`src/hdl/gbba_pkg.sv`:
```
// ----------------------------------------------------------------------------
// gbba_pkg
// Shared types and constants of the grouped bitmap block allocator: field
// widths, config register indexes, result codes, controller states and the
// command and status bundles between controller and datapath.
// ----------------------------------------------------------------------------
package gbba_pkg;

	// default sizing of the map
	localparam int MAX_GROUPS_DEF     = 16;
	localparam int BITS_PER_GROUP_DEF = 8192;

	// field widths
	localparam int BLK_W  = 18;
	localparam int HINT_W = 4;
	localparam int CODE_W = 3;
	localparam int GIN_W  = 5;
	localparam int BPG_W  = 14;
	localparam int CNT_W  = 14;
	localparam int CFG_W  = 18;
	localparam int IDX_W  = 2;

	// config register indexes
	localparam logic [IDX_W-1:0] CFG_GROUPS     = 2'd0;
	localparam logic [IDX_W-1:0] CFG_BPG        = 2'd1;
	localparam logic [IDX_W-1:0] CFG_TOTAL      = 2'd2;
	localparam logic [IDX_W-1:0] CFG_FIRST_DATA = 2'd3;

	// config reset values
	localparam logic [GIN_W-1:0] GIN_RST   = 5'd16;
	localparam logic [BPG_W-1:0] BPG_RST   = 14'd8192;
	localparam logic [BLK_W-1:0] TOTAL_RST = 18'd131072;

	// result codes
	localparam logic [CODE_W-1:0] RC_ALLOC   = 3'd0;
	localparam logic [CODE_W-1:0] RC_FREED   = 3'd1;
	localparam logic [CODE_W-1:0] RC_NOSPACE = 3'd2;
	localparam logic [CODE_W-1:0] RC_RANGE   = 3'd3;
	localparam logic [CODE_W-1:0] RC_DOUBLE  = 3'd4;

	// item kinds
	localparam logic KIND_ALLOC = 1'b0;

	typedef enum logic [3:0] {
		S_CLEAR,
		S_IDLE,
		S_DIV_GO,
		S_DIV_WAIT,
		S_DECIDE,
		S_GRP,
		S_GTEST,
		S_SCAN,
		S_AWR,
		S_FRD,
		S_FWAIT,
		S_RES
	} state_t;

	// controller to datapath
	typedef struct packed {
		logic              clr_step;
		logic              take;
		logic              div_go;
		logic              alloc_init;
		logic              free_init;
		logic              grp_init;
		logic              next_grp;
		logic              scan;
		logic              alloc_wr;
		logic              free_wr;
		logic              set_code;
		logic [CODE_W-1:0] code;
		logic              res_load;
	} cmd_t;

	// datapath to controller
	typedef struct packed {
		logic clr_done;
		logic kind;
		logic div_busy;
		logic no_room;
		logic free_bad;
		logic full;
		logic last_try;
		logic hit;
		logic gdone;
		logic bit_clear;
		logic out_busy;
	} stat_t;

endpackage

```
`src/hdl/gbba_ctrl.sv`:
```
// ----------------------------------------------------------------------------
// gbba_ctrl
// Sequencer of the allocator: clearing pass, item intake, division, group
// walk, word scan, map update and result hand-off.
// ----------------------------------------------------------------------------
module gbba_ctrl (
	input  logic           clk,
	input  logic           arst_n,
	input  logic           s_tvalid,
	output logic           s_tready,
	input  gbba_pkg::stat_t stat,
	output gbba_pkg::cmd_t  cmd
);
	import gbba_pkg::*;

	state_t state_q, state_d;

	// state register
	always_ff @(posedge clk or negedge arst_n) begin
		if (!arst_n) state_q <= S_CLEAR;
		else         state_q <= state_d;
	end

	// next state and commands
	always_comb begin
		state_d  = state_q;
		cmd      = '0;
		s_tready = 1'b0;
		case (state_q)
			S_CLEAR: begin
				cmd.clr_step = 1'b1;
				if (stat.clr_done) state_d = S_IDLE;
			end
			S_IDLE: begin
				s_tready = 1'b1;
				if (s_tvalid) begin
					cmd.take = 1'b1;
					state_d  = S_DIV_GO;
				end
			end
			S_DIV_GO: begin
				cmd.div_go = 1'b1;
				state_d    = S_DIV_WAIT;
			end
			S_DIV_WAIT: begin
				if (!stat.div_busy) state_d = S_DECIDE;
			end
			S_DECIDE: begin
				if (stat.kind != KIND_ALLOC) begin
					if (stat.free_bad) begin
						cmd.set_code = 1'b1;
						cmd.code     = RC_RANGE;
						state_d      = S_RES;
					end else begin
						cmd.free_init = 1'b1;
						state_d       = S_FRD;
					end
				end else if (stat.no_room) begin
					cmd.set_code = 1'b1;
					cmd.code     = RC_NOSPACE;
					state_d      = S_RES;
				end else begin
					cmd.alloc_init = 1'b1;
					state_d        = S_GRP;
				end
			end
			S_GRP: begin
				cmd.grp_init = 1'b1;
				state_d      = S_GTEST;
			end
			S_GTEST: begin
				if (!stat.full) begin
					state_d = S_SCAN;
				end else if (stat.last_try) begin
					cmd.set_code = 1'b1;
					cmd.code     = RC_NOSPACE;
					state_d      = S_RES;
				end else begin
					cmd.next_grp = 1'b1;
					state_d      = S_GRP;
				end
			end
			S_SCAN: begin
				cmd.scan = 1'b1;
				if (stat.hit) begin
					state_d = S_AWR;
				end else if (stat.gdone) begin
					if (stat.last_try) begin
						cmd.set_code = 1'b1;
						cmd.code     = RC_NOSPACE;
						state_d      = S_RES;
					end else begin
						cmd.next_grp = 1'b1;
						state_d      = S_GRP;
					end
				end
			end
			S_AWR: begin
				cmd.alloc_wr = 1'b1;
				cmd.set_code = 1'b1;
				cmd.code     = RC_ALLOC;
				state_d      = S_RES;
			end
			S_FRD: begin
				state_d = S_FWAIT;
			end
			S_FWAIT: begin
				cmd.set_code = 1'b1;
				if (stat.bit_clear) begin
					cmd.code = RC_DOUBLE;
				end else begin
					cmd.free_wr = 1'b1;
					cmd.code    = RC_FREED;
				end
				state_d = S_RES;
			end
			S_RES: begin
				if (!stat.out_busy) begin
					cmd.res_load = 1'b1;
					state_d      = S_IDLE;
				end
			end
			default: state_d = S_IDLE;
		endcase
	end

endmodule

```
`config.mk`:
```
export PLATFORM = sky130hd
export DESIGN_NAME = gbba_ctrl
export DESIGN_NICKNAME = d
export VERILOG_FILES = /design/src/hdl/gbba_pkg.sv /design/src/hdl/gbba_ctrl.sv
export SDC_FILE = /design/constraint.sdc
export NUM_CORES = 1
export LEC_CHECK = 0
export BUFFER_PORTS_ARGS = -buffer_cell sky130_fd_sc_hd__buf_2
export CORE_UTILIZATION = 31
export DETAILED_ROUTE_END_ITERATION = 12
export PLACE_DENSITY = 0.73
export SYNTH_ARGS = -nofsm -noshare
export SYNTH_HDL_FRONTEND = slang
export SYNTH_SLANG_ARGS = --single-unit
```
`constraint.sdc`:
```
create_clock -name clk -period 1.45 [get_ports clk]
set_input_delay 0.145 -clock clk [delete_from_list [all_inputs] [get_ports clk]]
set_output_delay 0.145 -clock clk [all_outputs]
set_load 0.005 [all_outputs]
```
==> impl_metrics.env <==
export IMPL_grtUsageTotal=0.247
export IMPL_drive_gt1_frac=0.669
export IMPL_synth_seq_cells=4
export IMPL_synth_area_um2=541
export IMPL_powerDensity_nw_per_um2=1820
export IMPL_crit_required_ns=1.31
export IMPL_viasPerCell=5.77
export IMPL_ioPinCount=30
export IMPL_ys_warn_count=0
export IMPL_timing_final_ws_setup_ns=-0.416
export IMPL_ir_drop_v=0.000891
export IMPL_rsz0062_at_grt="true"
export IMPL_cp_slowest_cell="or4b_4"
export IMPL_grt_max_degree=15
export IMPL_avgSynthCellArea_um2=7.30
export IMPL_hold_viol=0
export IMPL_synth_seq_area_share=0.185
export IMPL_clkTransAtPathRegs_ns=0.04
export IMPL_grt_pass1_wl_um=3540
export IMPL_synth_top_cell_area_share=0.185
export IMPL_max_cap_viol_count=0
export IMPL_pre_cts_ws_ns=-0.129
export IMPL_start_kind="flip-flop"
export IMPL_dieArea_um2=1910
export IMPL_cts_tree="built"
export IMPL_period_minus_slack_ns=1.87
export IMPL_die_y_um=43.8
export IMPL_drtIter0Drc=29
export IMPL_fin_skew_ns=0.00681
export IMPL_worstSetupEndpointType="output port"
export IMPL_cp_cell_sequence="or4b_4 -> nor3_4 -> a311o_2 -> o21bai_1 -> buf_2"
export IMPL_crit_fanout=4
export IMPL_finalCritPeriodShare=1.29
export IMPL_syn_nets=88
export IMPL_clock_path_buffers=2
export IMPL_nets=149
export IMPL_violations="design-rule violations, negative setup slack"
export IMPL_critPathMaxStageDelay_ns=0.54
export IMPL_vias=859
export IMPL_tightest_slew_ns=0.377
export IMPL_largestRegisters="state_q: 4 flops"
export IMPL_ys_types=33
export IMPL_die_w_um=43.8
export IMPL_port_buffers=29
export IMPL_crit_buf_inv=1
export IMPL_synth_ff_type="dfrtp_1"
export IMPL_hpwl_um=1340
export IMPL_cts_root_buf="clkbuf_4"
export IMPL_synth_area_leaders="dfrtp_1 (19%), nor3_1 (10%), nand2b_1 (8.1%), nor2_1 (4.9%), a21oi_1 (4.6%)"
export IMPL_routedWlPerCell_um=17.5
export IMPL_critical_path_top_delay_family="simple AND/OR/NAND/NOR gates"
export IMPL_postRouteAntennaNets=0
export IMPL_synthCells=74
export IMPL_numCtsBuffers=3
export IMPL_routabilityCongestion=0.851
export IMPL_h_tree_depth=1
export IMPL_ys_top_cells_by_count="nor3_1 (11), nand2b_1 (7), nor2_1 (7), a21oi_1 (5), dfrtp_1 (4)"
export IMPL_largest_reg_flops=4
export IMPL_firstDrtPassIters=8
export IMPL_min_path_type="input pin to flip-flop"
export IMPL_fillers=105
export IMPL_synth_top_cell_by_area="dfrtp_1"
export IMPL_drc=4
export IMPL_insertion_delay_ns=0.24
export IMPL_area_delta_synth_final_pct=111
export IMPL_antenna_found_initial=0
export IMPL_overflow=0
export IMPL_routed_wirelength_um=2610
export IMPL_path_class="flip-flop to output port"
export IMPL_synthArstFlopShare=1.00
export IMPL_diodes=0
export IMPL_drv_slew=0
export IMPL_whs_ns=0.171
export IMPL_core_um2=1560
export IMPL_rows=14
export IMPL_p_leak_nw=0.553
export IMPL_max_freq_mhz=536
export IMPL_start_util=0.347
export IMPL_fin_total_pwr_mw=2.08
export IMPL_worstPathArrival_ns=1.72
export IMPL_maxSlewHeadroom=0.748
export IMPL_grt_pass1_vias=800
export IMPL_clock_sinks=4
export IMPL_setup_viol=20
export IMPL_synth_edf_count=0
export IMPL_status="finished, violations left"
export IMPL_yosys_cell_count_top_type="nor3_1"
export IMPL_regMostFlops="state_q"
per-stage QoR:
stage                     area, um2  utilization  setup TNS (ns)  std cells
after detailed placement        790        0.506          -0.371        128
after floorplan                 548            -         -0.0811         74
after global routing           1140        0.732           -4.64        149
after CTS                      1030        0.658           -2.74        141
after global placement          790        0.506          -0.238        128
final                          1140        0.732           -3.82        149
worst register-to-register path, cell delays in order (launching register included):
cell and delay [ns]:
dfrtp_1 0.38, buf_4 0.14, buf_6 0.12, buf_8 0.13
and4_1 0.14, a21oi_1 0.15, a21o_1 0.22, mux2_2 0.35
layer usage:
metal | GRT usage | vias to the layer above | part of all wire
met4 | 0.100 | 0 | 0.040
met3 | 0.0542 | 10 | 0.066
met5 | 0 | - | 0
met2 | 0.412 | 44 | 0.50
met1 | 0.307 | 410 | 0.40
li1 | - | 395 | -
path summary, 6_finish.rpt:
check | start | to | slack (ns) | cells past startpoint
worst max-delay path | state_q[0]$_DFFE_PN0P_ | cmd[4] | -0.42 | 5
worst min-delay path | stat[10] | state_q[0]$_DFFE_PN0P_ | 0.17 | 3
worst max register to register | state_q[3]$_DFFE_PN0P_ | state_q[1]$_DFFE_PN0P_ | -0.30 | 7
worst min register to register | state_q[1]$_DFFE_PN0P_ | state_q[1]$_DFFE_PN0P_ | 0.79 | 3
max in group asynchronous | arst_n | state_q[2]$_DFFE_PN0P_ | 1.07 | 2
min in group asynchronous | arst_n | state_q[0]$_DFFE_PN0P_ | 0.25 | 2
timing repair:
item,CTS,global route
endpoints found under the setup margin,16,20
setup buffers,9,8
pin swaps,9,6
gates resized for setup,27,12
hold buffers,1,0
hold endpoints to repair,4,0
final cells by class:
| type | count | area (um2) | area share |
|---|---|---|---|
| Sequential cell | 4 | 100 | 0.0877 |
| Clock buffer | 3 | 22.5 | 0.0197 |
| Inverter | 3 | 11.3 | 0.00987 |
| Timing Repair Buffer | 62 | 437 | 0.383 |
| Tap cell | 16 | 20.0 | 0.0175 |
| Multi-Input combinational cell | 61 | 551 | 0.482 |
logic make-up (layout without fill, tap and decap cells):
logic type / Yosys count / count (layout) / synth area share
compound gates: 18 / 18 / 0.245
flops: 4 / 4 / 0.185
mux: 1 / 1 / 0.0208
simple gates: 42 / 42 / 0.465
buf+inv: 9 / 68 / 0.0833
where the power goes:
| group | internal [mW] | total (mW) | switching (mW) |
|---|---|---|---|
| combinational | 0.872 | 1.72 | 0.846 |
| sequential | 0.167 | 0.219 | 0.0523 |
| clock | 0.0930 | 0.144 | 0.0513 |
| total | 1.13 | 2.08 | 0.950 |
cell usage in the layout (no fill, tap or decap), types with 3 or more instances in the layout:
master    synthesis  routed
nand2b_4          0       3
nand2b_1          7       3
nor3_2            1       4
a21oi_1           5       4
nor2b_1           3       3
buf_6             1       9
nor3_4            0       6
clkbuf_4          0       3
nor2_1            7       5
inv_1             3       3
buf_2             3      29
dfrtp_1           4       4
buf_4             0      22
No activity file was read; power rests on OpenSTA's default activity.
